## src/rtl/core/bbcd_pkg.sv

```systemverilog
// Shared types and codes for the block buffer cache directory.
package bbcd_pkg;

    // Command codes (s_tuser)
    localparam logic [1:0] CMD_GET     = 2'd0;
    localparam logic [1:0] CMD_RELEASE = 2'd1;
    localparam logic [1:0] CMD_PIN     = 2'd2;
    localparam logic [1:0] CMD_UNPIN   = 2'd3;

    // Result status codes (m_tuser)
    localparam logic [1:0] ST_OK     = 2'd0;
    localparam logic [1:0] ST_NOFREE = 2'd1;
    localparam logic [1:0] ST_UNDER  = 2'd2;
    localparam logic [1:0] ST_OVER   = 2'd3;

    localparam int          COUNT_W   = 8;
    localparam logic [7:0]  COUNT_MAX = 8'hFF;

    // One directory entry as stored in the memory
    typedef struct packed {
        logic               tag_valid;
        logic [15:0]        device;
        logic [31:0]        block;
        logic [COUNT_W-1:0] count;
        logic [31:0]        stamp;
        logic               data_valid;
    } entry_t;

endpackage

```

## src/rtl/core/bbcd_dir_mem.sv

```systemverilog
// Directory memory: one entry per buffer slot, registered read, per-entry valid bits.
module bbcd_dir_mem #(
    parameter int NUM_BUFFERS = 32,
    parameter int IDX_W       = $clog2(NUM_BUFFERS)
) (
    input  logic                clk,
    input  logic                rst_n,
    input  logic                rd_en,
    input  logic [IDX_W-1:0]    rd_addr,
    output bbcd_pkg::entry_t    rd_entry,
    input  logic                wr_en,
    input  logic [IDX_W-1:0]    wr_addr,
    input  bbcd_pkg::entry_t    wr_entry
);
    import bbcd_pkg::*;

    entry_t                 mem [NUM_BUFFERS];
    logic [NUM_BUFFERS-1:0] written_reg;
    entry_t                 rd_data_reg;
    logic                   rd_ok_reg;

    // Storage array, registered read
    always_ff @(posedge clk)
    begin
        if (wr_en)
        begin
            mem[wr_addr] <= wr_entry;
        end
        if (rd_en)
        begin
            rd_data_reg <= mem[rd_addr];
        end
    end

    // Written flags: an entry never written reads as all zero
    always_ff @(posedge clk or negedge rst_n)
    begin
        if (!rst_n)
        begin
            written_reg <= '0;
            rd_ok_reg   <= 1'b0;
        end
        else
        begin
            if (wr_en)
            begin
                written_reg[wr_addr] <= 1'b1;
            end
            if (rd_en)
            begin
                rd_ok_reg <= written_reg[rd_addr];
            end
        end
    end

    assign rd_entry = rd_ok_reg ? rd_data_reg : '0;

endmodule

```

## src/rtl/core/block_buffer_cache_directory_top.sv

```systemverilog
// Top level of the block buffer cache directory.
//
// Usage:
//   Slave channel s_*: one request word per transfer. s_tuser holds the
//   command (get, release, pin, unpin); s_tdata holds device, block number,
//   slot and current tick. Master channel m_*: one result word per request,
//   m_tdata holds result slot, hit and needs_read, m_tuser holds the status.
//   Requests are processed one at a time. A get scans every directory entry
//   through the single memory read port. Release, pin and unpin read and
//   write back one entry; a slot out of range answers without a read.
//   The result sits in an output register; the next request is accepted
//   while it waits, and finishes into that register once the receiver
//   takes the previous word. A stalled receiver holds m_tdata and m_tuser.
//   Reset (rst_n, asynchronous) empties the directory at once: every entry
//   reads as untagged with count and stamp zero; no clearing pass is needed.
module block_buffer_cache_directory_top #(
    parameter int NUM_BUFFERS = 32
) (
    input  logic        clk,
    input  logic        rst_n,
    // request: tuser = command[1:0]
    // tdata  = device[15:0], block_number[47:16], slot[52:48],
    //          current_tick[84:53], zero pad[87:85]
    input  logic        s_tvalid,
    output logic        s_tready,
    input  logic [87:0] s_tdata,
    input  logic [1:0]  s_tuser,
    // result: tdata = result_slot[4:0], hit[5], needs_read[6], zero pad[7]
    // tuser  = status[1:0]
    output logic        m_tvalid,
    input  logic        m_tready,
    output logic [7:0]  m_tdata,
    output logic [1:0]  m_tuser
);
    import bbcd_pkg::*;

    localparam int IDX_W = (NUM_BUFFERS > 1) ? $clog2(NUM_BUFFERS) : 1;
    localparam int CNT_W = $clog2(NUM_BUFFERS + 1);
    localparam logic [CNT_W-1:0] SCAN_END = CNT_W'(NUM_BUFFERS);

    localparam logic [2:0] S_IDLE    = 3'd0;
    localparam logic [2:0] S_SCAN    = 3'd1;
    localparam logic [2:0] S_DECIDE  = 3'd2;
    localparam logic [2:0] S_SLOT_RD = 3'd3;
    localparam logic [2:0] S_SLOT_WB = 3'd4;
    localparam logic [2:0] S_FINISH  = 3'd5;

    logic [2:0]       state_reg, state_next;
    logic [CNT_W-1:0] scan_cnt_reg, scan_cnt_next;
    logic             chk_valid_reg, chk_valid_next;
    logic [IDX_W-1:0] chk_idx_reg, chk_idx_next;
    logic [1:0]       cmd_reg, cmd_next;
    logic [15:0]      dev_reg, dev_next;
    logic [31:0]      blk_reg, blk_next;
    logic [4:0]       slot_reg, slot_next;
    logic [31:0]      tick_reg, tick_next;
    logic             hit_found_reg, hit_found_next;
    logic [IDX_W-1:0] hit_idx_reg, hit_idx_next;
    entry_t           hit_ent_reg, hit_ent_next;
    logic             have_reg, have_next;
    logic [IDX_W-1:0] vic_idx_reg, vic_idx_next;
    logic [31:0]      vic_stamp_reg, vic_stamp_next;
    logic [4:0]       res_slot_reg, res_slot_next;
    logic             res_hit_reg, res_hit_next;
    logic             res_nread_reg, res_nread_next;
    logic [1:0]       res_status_reg, res_status_next;
    logic             out_valid_reg, out_valid_next;
    logic [7:0]       out_data_reg, out_data_next;
    logic [1:0]       out_user_reg, out_user_next;

    logic             rd_en;
    logic [IDX_W-1:0] rd_addr;
    entry_t           rd_entry;
    logic             wr_en;
    logic [IDX_W-1:0] wr_addr;
    entry_t           wr_entry;

    logic             in_fire;
    logic             out_free;
    logic             ent_match;
    logic             ent_better;

    bbcd_dir_mem #(
        .NUM_BUFFERS (NUM_BUFFERS),
        .IDX_W       (IDX_W)
    ) u_dir_mem (
        .clk      (clk),
        .rst_n    (rst_n),
        .rd_en    (rd_en),
        .rd_addr  (rd_addr),
        .rd_entry (rd_entry),
        .wr_en    (wr_en),
        .wr_addr  (wr_addr),
        .wr_entry (wr_entry)
    );

    assign s_tready = (state_reg == S_IDLE);
    assign in_fire  = s_tvalid && s_tready;
    assign out_free = !out_valid_reg || m_tready;
    assign m_tvalid = out_valid_reg;
    assign m_tdata  = out_data_reg;
    assign m_tuser  = out_user_reg;

    // Per-entry scan checks on the word just read
    assign ent_match  = rd_entry.tag_valid && (rd_entry.device == dev_reg) &&
                        (rd_entry.block == blk_reg);
    assign ent_better = (rd_entry.count == '0) &&
                        (!have_reg || (rd_entry.stamp < vic_stamp_reg));

    // Sequencer and datapath
    always_comb
    begin
        state_next      = state_reg;
        scan_cnt_next   = scan_cnt_reg;
        chk_valid_next  = 1'b0;
        chk_idx_next    = chk_idx_reg;
        cmd_next        = cmd_reg;
        dev_next        = dev_reg;
        blk_next        = blk_reg;
        slot_next       = slot_reg;
        tick_next       = tick_reg;
        hit_found_next  = hit_found_reg;
        hit_idx_next    = hit_idx_reg;
        hit_ent_next    = hit_ent_reg;
        have_next       = have_reg;
        vic_idx_next    = vic_idx_reg;
        vic_stamp_next  = vic_stamp_reg;
        res_slot_next   = res_slot_reg;
        res_hit_next    = res_hit_reg;
        res_nread_next  = res_nread_reg;
        res_status_next = res_status_reg;
        out_valid_next  = out_valid_reg;
        out_data_next   = out_data_reg;
        out_user_next   = out_user_reg;
        rd_en           = 1'b0;
        rd_addr         = '0;
        wr_en           = 1'b0;
        wr_addr         = '0;
        wr_entry        = '0;

        // receiver takes the waiting word
        if (out_valid_reg && m_tready)
        begin
            out_valid_next = 1'b0;
        end

        unique case (state_reg)
            S_IDLE:
            begin
                if (in_fire)
                begin
                    cmd_next        = s_tuser;
                    dev_next        = s_tdata[15:0];
                    blk_next        = s_tdata[47:16];
                    slot_next       = s_tdata[52:48];
                    tick_next       = s_tdata[84:53];
                    scan_cnt_next   = '0;
                    hit_found_next  = 1'b0;
                    have_next       = 1'b0;
                    res_slot_next   = s_tdata[52:48];
                    res_hit_next    = 1'b0;
                    res_nread_next  = 1'b0;
                    res_status_next = ST_OK;
                    if (s_tuser == CMD_GET)
                    begin
                        state_next = S_SCAN;
                    end
                    else if (32'(s_tdata[52:48]) < NUM_BUFFERS)
                    begin
                        state_next = S_SLOT_RD;
                    end
                    else
                    begin
                        state_next = S_FINISH;
                    end
                end
            end

            S_SCAN:
            begin
                // issue the next read
                if (scan_cnt_reg < SCAN_END)
                begin
                    rd_en          = 1'b1;
                    rd_addr        = scan_cnt_reg[IDX_W-1:0];
                    chk_valid_next = 1'b1;
                    chk_idx_next   = scan_cnt_reg[IDX_W-1:0];
                    scan_cnt_next  = scan_cnt_reg + 1'b1;
                end
                else
                begin
                    state_next = S_DECIDE;
                end
                // evaluate the word read last cycle; ascending order keeps
                // the lowest slot on a match or a stamp tie
                if (chk_valid_reg)
                begin
                    if (ent_match && !hit_found_reg)
                    begin
                        hit_found_next = 1'b1;
                        hit_idx_next   = chk_idx_reg;
                        hit_ent_next   = rd_entry;
                    end
                    if (ent_better)
                    begin
                        have_next      = 1'b1;
                        vic_idx_next   = chk_idx_reg;
                        vic_stamp_next = rd_entry.stamp;
                    end
                end
            end

            S_DECIDE:
            begin
                state_next = S_FINISH;
                if (hit_found_reg)
                begin
                    wr_en               = 1'b1;
                    wr_addr             = hit_idx_reg;
                    wr_entry            = hit_ent_reg;
                    wr_entry.data_valid = 1'b1;
                    res_slot_next       = 5'(hit_idx_reg);
                    res_hit_next        = 1'b1;
                    res_nread_next      = !hit_ent_reg.data_valid;
                    if (hit_ent_reg.count == COUNT_MAX)
                    begin
                        res_status_next = ST_OVER;
                    end
                    else
                    begin
                        wr_entry.count = hit_ent_reg.count + 1'b1;
                    end
                end
                else if (have_reg)
                begin
                    // retag the victim; its data is stale, so a read is due
                    wr_en               = 1'b1;
                    wr_addr             = vic_idx_reg;
                    wr_entry.tag_valid  = 1'b1;
                    wr_entry.device     = dev_reg;
                    wr_entry.block      = blk_reg;
                    wr_entry.count      = COUNT_W'(1);
                    wr_entry.stamp      = vic_stamp_reg;
                    wr_entry.data_valid = 1'b1;
                    res_slot_next       = 5'(vic_idx_reg);
                    res_nread_next      = 1'b1;
                end
                else
                begin
                    res_slot_next   = '0;
                    res_status_next = ST_NOFREE;
                end
            end

            S_SLOT_RD:
            begin
                rd_en      = 1'b1;
                rd_addr    = IDX_W'(slot_reg);
                state_next = S_SLOT_WB;
            end

            S_SLOT_WB:
            begin
                wr_en      = 1'b1;
                wr_addr    = IDX_W'(slot_reg);
                wr_entry   = rd_entry;
                state_next = S_FINISH;
                if (cmd_reg == CMD_PIN)
                begin
                    if (rd_entry.count == COUNT_MAX)
                    begin
                        res_status_next = ST_OVER;
                    end
                    else
                    begin
                        wr_entry.count = rd_entry.count + 1'b1;
                    end
                end
                else
                begin
                    if (rd_entry.count == '0)
                    begin
                        res_status_next = ST_UNDER;
                    end
                    else
                    begin
                        wr_entry.count = rd_entry.count - 1'b1;
                    end
                    if (cmd_reg == CMD_RELEASE)
                    begin
                        wr_entry.stamp = tick_reg;
                    end
                end
            end

            S_FINISH:
            begin
                if (out_free)
                begin
                    out_valid_next = 1'b1;
                    out_data_next  = {1'b0, res_nread_reg, res_hit_reg, res_slot_reg};
                    out_user_next  = res_status_reg;
                    state_next     = S_IDLE;
                end
            end

            default:
            begin
                state_next = S_IDLE;
            end
        endcase
    end

    // Control registers
    always_ff @(posedge clk or negedge rst_n)
    begin
        if (!rst_n)
        begin
            state_reg     <= S_IDLE;
            chk_valid_reg <= 1'b0;
            out_valid_reg <= 1'b0;
        end
        else
        begin
            state_reg     <= state_next;
            chk_valid_reg <= chk_valid_next;
            out_valid_reg <= out_valid_next;
        end
    end

    // Payload registers
    always_ff @(posedge clk)
    begin
        scan_cnt_reg   <= scan_cnt_next;
        chk_idx_reg    <= chk_idx_next;
        cmd_reg        <= cmd_next;
        dev_reg        <= dev_next;
        blk_reg        <= blk_next;
        slot_reg       <= slot_next;
        tick_reg       <= tick_next;
        hit_found_reg  <= hit_found_next;
        hit_idx_reg    <= hit_idx_next;
        hit_ent_reg    <= hit_ent_next;
        have_reg       <= have_next;
        vic_idx_reg    <= vic_idx_next;
        vic_stamp_reg  <= vic_stamp_next;
        res_slot_reg   <= res_slot_next;
        res_hit_reg    <= res_hit_next;
        res_nread_reg  <= res_nread_next;
        res_status_reg <= res_status_next;
        out_data_reg   <= out_data_next;
        out_user_reg   <= out_user_next;
    end

    // Checks
    a_scan_bound: assert property (@(posedge clk) disable iff (!rst_n)
        (state_reg == S_SCAN) |-> (scan_cnt_reg <= SCAN_END))
        else $error("scan counter ran past the directory");

    a_one_at_a_time: assert property (@(posedge clk) disable iff (!rst_n)
        in_fire |=> !s_tready)
        else $error("request accepted while another is in progress");

    a_nofree_word: assert property (@(posedge clk) disable iff (!rst_n)
        (m_tvalid && (m_tuser == ST_NOFREE)) |-> (m_tdata == 8'd0))
        else $error("no-free result carries a slot or flags");

    a_hit_no_read: assert property (@(posedge clk) disable iff (!rst_n)
        (m_tvalid && m_tdata[5]) |-> !m_tdata[6])
        else $error("hit on an entry whose data was never marked valid");

    a_single_writer: assert property (@(posedge clk) disable iff (!rst_n)
        wr_en |-> !rd_en)
        else $error("directory read and write in the same cycle");

endmodule
```

## config.mk

```make
export PLATFORM = sky130hd
export DESIGN_NAME = block_buffer_cache_directory_top
export DESIGN_NICKNAME = d
export VERILOG_FILES = /design/src/rtl/core/bbcd_pkg.sv /design/src/rtl/core/bbcd_dir_mem.sv /design/src/rtl/core/block_buffer_cache_directory_top.sv
export SDC_FILE = /design/constraint.sdc
export NUM_CORES = 2
export LEC_CHECK = 0
export BUFFER_PORTS_ARGS = -buffer_cell sky130_fd_sc_hd__buf_2
export CAP_MARGIN = 20
export CORE_ASPECT_RATIO = 0.8
export CORE_MARGIN = 2
export CORE_UTILIZATION = 62
export CTS_BUF_LIST = sky130_fd_sc_hd__clkbuf_8
export DETAILED_ROUTE_END_ITERATION = 6
export HOLD_SLACK_MARGIN = 0.02
export PLACE_DENSITY = 0.78
export SYNTH_ARGS = -nofsm -noshare
export SYNTH_HDL_FRONTEND = slang
export SYNTH_HIERARCHICAL = 1
export SYNTH_SLANG_ARGS = --single-unit
```

## constraint.sdc

```tcl
create_clock -name clk -period 13 [get_ports clk]
set_input_delay 0.65 -clock clk [delete_from_list [all_inputs] [get_ports clk]]
set_output_delay 0.65 -clock clk [all_outputs]
set_load 0.01 [all_outputs]
```

; ---- After elaboration in Yosys (flattened, before gate mapping)
; Memory sizes are Yosys's and may differ from the RTL's. A register that Yosys moved wholly into a read port is not among the register bits.
; Cells that the tools add are included.
[classes]
addsub = 4
order_cmp = 5
n_eq_ne = 24
mux = 60
bitwise_logic = 1
n_reduce_logical = 33
[ops]
columns = cell, count
row1 = 90-bit 2-to-1 mux, 3
row2 = 90-bit case mux with 2 select lines, 1
row3 = 32-bit 2-to-1 mux, 2
row4 = 32-bit == test, 1
row5 = 32-bit less-than comparator, 1
row6 = 8-bit 2-to-1 mux, 4
row7 = 32-bit OR, 1
row8 = 5-bit case mux with 2 select lines, 3
row9 = 5-bit 2-to-1 mux, 4
row10 = 1-bit 2-to-1 mux, 19
row11 = 3-bit AND reduction, 6
row12 = "8-bit by 1-bit adder with 8-bit output, second input constant", 2
row13 = 16-bit == test, 1
row14 = "8-bit == test, second input constant", 2
row15 = 2-bit 2-to-1 mux, 8
row16 = "3-bit != test, second input constant", 5
row17 = 3-bit case mux with 5 select lines, 1
row18 = "2-bit != test, second input constant", 7
row19 = "5-bit by 6-bit less-than comparator with 1-bit output, second input constant", 2
row20 = 6-bit 2-to-1 mux, 2
row21 = 1-bit case mux with 2 select lines, 6
row22 = 6-bit case mux with 2 select lines, 1
row23 = 3-bit 2-to-1 mux, 3
row24 = 8-bit zero test, 1
row25 = 24 further kinds, 41
[word_totals]
reg_bits = 288
ramBits = 2880
inputBits = 94
output_inout_bits = 12
wordCells = 157
memories = 1
[mem_list]
columns = memory, words, width, rd, rd_clocked_by_memory_dff, write_ports, line
row1 = u_dir_mem.mem, 32, 90, 1, 1, 1, bbcd_dir_mem.sv:17  ; entry_t mem [NUM_BUFFERS];

; ---- Longest topological paths before layout
[depth]
word_depth = 8
depth_mapped = 14
depth_no_buf = 10

; ---- By module
; The synthesis kept the hierarchy.
[by_module_without_submodules]
columns = mod, n_inst, cells_per_inst, area_per_inst_um2, seq_area_each_um2
row1 = bbcd_dir_mem, 1, 4576, 113787.9, 90011.3
row2 = block_buffer_cache_directory_top, 1, 873, 11740.0, 7632.3

; ---- Least setup slack after synthesis
; Ideal clock, no wire load.
[synth_timing]
path_kind = register to register
startpoint = register u_dir_mem.rd_ok_reg
endpoint = register hit_found_reg, enable pin
setup_time_ps = 337
t_arrival_ps = 11485
t_required_ps = 12663
path_slack_ps = 1177
path_stages_with_launch = 9
path_buffers = 2
period_less_slack_ps = 11823
path_cell_list = dfrtp_1 -> clkbuf_1 -> clkbuf_1 -> and2_1 -> xor2_1 -> nor4_1 -> nand3_1 -> nor4_1 -> or2_2
[synth_rtl]
columns = element, line
row1 = "start, declared", bbcd_dir_mem.sv:20  ; logic rd_ok_reg;
row2 = "start signal, assigned", bbcd_dir_mem.sv:51  ; rd_ok_reg <= written_reg[rd_addr];
row3 = "end signal, assigned", block_buffer_cache_directory_top.sv:341  ; hit_found_reg <= hit_found_next;
row4 = "end, declared", block_buffer_cache_directory_top.sv:57  ; logic hit_found_reg, hit_found_next;

; ---- Worst setup path after layout
[layout_timing]
startpoint = register state_reg[1]
endpoint = memory u_dir_mem/mem[27][63] (netlist bit), enable pin
[layout_between]
word_cells_on_any_way = 6
cone_classes = eq/ne (2) / mux (4)
[layout_rtl]
columns = element, line
row1 = "start, declared", block_buffer_cache_directory_top.sv:48  ; logic [2:0] state_reg, state_next;
row2 = "start signal, assigned", block_buffer_cache_directory_top.sv:325  ; state_reg <= state_next;
row3 = 3-bit == test or 3-bit by 2-bit == test with 1-bit output (tied branches), block_buffer_cache_directory_top.sv:147  ; unique case (state_reg)
row4 = 5-bit case mux with 2 select lines *, block_buffer_cache_directory_top.sv:147
row5 = net wr_addr[1], block_buffer_cache_directory_top.sv:75  ; logic [IDX_W-1:0] wr_addr;
row6 = "end, declared", bbcd_dir_mem.sv:17
; Mark *: on every way through the listed nets, which the timed path passes. The rest lies on a longest branch.

==> results.md <==
- Starting density of the core: 62.5%
- Util after Layout: between 60% and 70%
- Crit path kind: reg2reg
- Slowest-stage cell, CP: nor2_4
- Initial antenna violation count: 8
- # H-tree levels: 5
- PostCTS Resize Cnt: 0
- Commonest non-fill, non-tap cell in the layout: edfxtp_1
- Row count: approximately 150
- Cell variety after synth: 65
- Worst R2R Path Depth: 10
- Ports: about 110
- Final setup margin: 6.35 ns
- R2R Path End: u_dir_mem/mem[27][63]
- Max VDD drop: 0.000155 V
- Failing checks: design-rule violations
- Outcome: finished with violations
- Hold depth: 3
- Synth Warn #: 6
- Hold Violations, Final: 0
- # setup viols final: 0
- Asr flop ratio synth: 1.17%
- CP startpoint kind: flop
- Post-DP HPWL: between 150 and 200 mm
- WP data required: 13.64 ns
- Clock latency reported for the late side of the worst-skew pair: between 1 and 1.5 ns
- Global-route wire length before repair: between 400 and 500 mm
- DRC viols: 6
- CP Buf/Inv Count: 4
- Grt total ovfl: 0
- Hold_sp: m_tready
- Total track usage: 30.5%
- Ys flop type: edfxtp_1
- Iter 0 DRT Violations: 11219
- Total CTS buffers: 470
- Kind of cell adding the most delay to the critical path: simple AND/OR/NAND/NOR gates
- Max cap viols: 0
- 1st-pass router iterations: 7
- Die area: 206000 um2
- Post-detailed-routing wire length: 312 mm
- Syn_nets: 5579
- Drt via density: 6.83
- Arrival time worst endpoint: 7.29 ns
- Vias: 61998
- Largest net degree at the start of global routing: approximately 140
- Hold endpoint: m_tvalid
- Class of the worst hold path: in2reg
- RR Startpoint: state_reg[1]
- Synth Area in XOR/XNOR: 0.412%
- Max FFs per register: 2880
- Share of cells above drive strength 1: 29.4%
- Final min period: 6.65 ns
- Slowest Stage Delay on Critical Path: about 1.1 ns
- R2R Setup Slk: between 6 and 7 ns
- P&R area growth vs syn: 11.3%
- Worst-path cell chain: inv_2 -> or3_1 -> nor3b_4 -> buf_4 -> a22oi_1 -> nand2_1 -> nand3_1 -> nor2_4 -> buf_4 -> buf_4
- CTS Sinks: 3258
- Post-CTS Setup Bufs: 0
- RSZ-0062 raised after global routing: no
- Final Max Slew Viols: 0
- Avg Cell Area, Syn: 23.0 um2
- Nets: 6128
- Hold-fix buffers, CTS: 88
- Maximum clock insertion buffer count: 4
- Synth Cell Area: 126000 um2
- Port Buf Inserts: 101
- Vias in the first global route: ~62000
- Max_slew headroom: 21.3%
- Simple-gate share of the synthesized area: 1.53%
- Clock Tree Root: clkbuf_8
- PnR Total Power: approximately 28 mW
- Largest family of logic cells by synthesized area: multiplexers
- Sequential area share after synthesis: 77.8%
- DP Cell Count: 8101
- Yosys reg bits: around 3300
- CTS tree: done
- Most frequent cells in the layout: edfxtp_1, mux4_2, clkbuf_8
- Power Density: 198 nW/um2
- CP dominant cell by count: buf_4
- Tcrit/Tclk final: 51.2%
- Pin slew with the least headroom to its limit: 1.18 ns
- P_leak: 45.9 nW
- Die height: 406 um
- Syn Inst Count: 5449
- Setup crit end kind: flop
- Gpl congestion: just over 0.8
- Post-DR wirelength/cell: 34.4 um
- Setup TNS: 0 ns
- Routed Antenna Nets: 0
- Post-Synth Adder-Cell Area: 0.359%
- Core ar.: 201000 um2
- Die width: 507 um
- Post-synthesis mux area share: approximately 17%
- Post-Place Worst Slack: about 6.6 ns
- Compound-Gate Fraction of Synth Area: 1.78%
- EDFF count, synth: 3220
- Final Non-Filler Cells: 9071
- Setup Skew: 0.115 ns
- Reg clk slew, reported paths: approximately 0.070 ns
- Max Freq: about 0.15 GHz
- CP max FO: between 40 and 50
==> layout make-up <==
class	count	area [um2]
Sequential cell	3258	97600
Multi-Input combinational cell	1820	26700
Antenna cell	7	17.5
Tap cell	2682	3360
Timing Repair Buffer	360	3000
Clock inverter	374	2070
Inverter	88	335
Clock buffer	482	6630
Fill cell	11522	61100
==> kinds of logic after synthesis <==
| kind of cell | count (synthesis) |
|---|---|
| other | 1 |
| AO/OA/AOI/OAI | 299 |
| flip-flops | 3258 |
| multiplexers | 1073 |
| buffers and inverters | 371 |
| XOR/XNOR | 59 |
| AND/OR/NAND/NOR | 352 |
| adder cells (fa/ha/maj) | 36 |
==> per-layer routing <==
| metal | track usage (%) | vias to the layer above | part of all wire [%] |
|---|---|---|---|
| li1 | - | 24315 | - |
| met1 | 44.8 | 32301 | 36 |
| met2 | 46.2 | 4777 | 47 |
| met3 | 7.11 | 601 | 14 |
| met4 | 10.9 | 4 | 3.7 |
| met5 | 0 | - | 0.0067 |
==> worst min-delay path: stages <==
cell and delay (ns):
buf_2 0.07, nand2b_1 0.31, nand2_1 0.08
==> worst max-delay path by stage <==
| stage | start | endpoint | slack (ns) | cells past startpoint |
|---|---|---|---|---|
| 6_report | state_reg[1] | u_dir_mem/mem[27][63] | 6.35 | 10 |
| 5_1_grt | state_reg[1] | u_dir_mem/mem[27][19] | 6.19 | 10 |
| 4_1_cts | state_reg[1] | u_dir_mem/mem[27][36] | 6.56 | 10 |
| 3_5_place_dp | state_reg[1] | u_dir_mem/mem[27][53] | 6.58 | 10 |
| 3_3_place_gp | state_reg[1] | u_dir_mem/mem[27][46] | 6.81 | 10 |
| 2_1_floorplan | u_dir_mem/rd_ok_reg | hit_found_reg | 1.18 | 8 |
==> cells in the mapped netlist (3+ instances only) <==
library cell	count	area, um2
a31o_2	5	43.8
buf_6	6	67.6
o221ai_1	22	193
nand2_1	59	221
nand3b_1	6	45.0
nor3b_1	6	45.0
ha_1	36	450
a31oi_1	3	18.8
a21o_1	9	67.6
o22a_1	22	193
a22oi_1	41	308
xnor2_1	6	52.6
nor4_1	13	81.3
mux4_2	824	18600
o21ai_0	48	240
o31ai_1	3	22.5
and3_1	8	50.1
buf_1	23	86.3
o22ai_1	26	163
nor2_1	65	244
dfrtp_1	38	951
xor2_1	53	464
buf_2	102	510
and2_1	94	588
nand3_1	13	65.1
clkbuf_1	137	514
mux2_2	72	811
buf_4	14	105
a21oi_1	32	160
nand2b_1	11	68.8
nor3_1	6	30.0
a211oi_1	3	22.5
or2_2	34	213
or3b_2	3	26.3
o21ai_1	5	25.0
a222oi_1	48	480
edfxtp_1	3220	96700
a221o_1	11	110
nand4_1	9	56.3
a211o_1	9	78.8
mux2i_1	177	1770
nor2b_1	16	100
inv_1	87	327
==> metrics by stage <==
stage                     instance area, um2  hold WS (ns)
after floorplan                       126000         0.354
after global placement                130000         0.405
after detailed placement              130000         0.405
after CTS                             139000        0.0615
after global routing                  140000        0.0638
final                                 140000        0.0923
==> power by group <==
group,internal (mW),total (mW),switching (mW)
combinational,2.89,6.89,4.00
clock,3.78,7.63,3.85
sequential,12.9,13.1,0.256
Power figures use the tool's default switching activity.
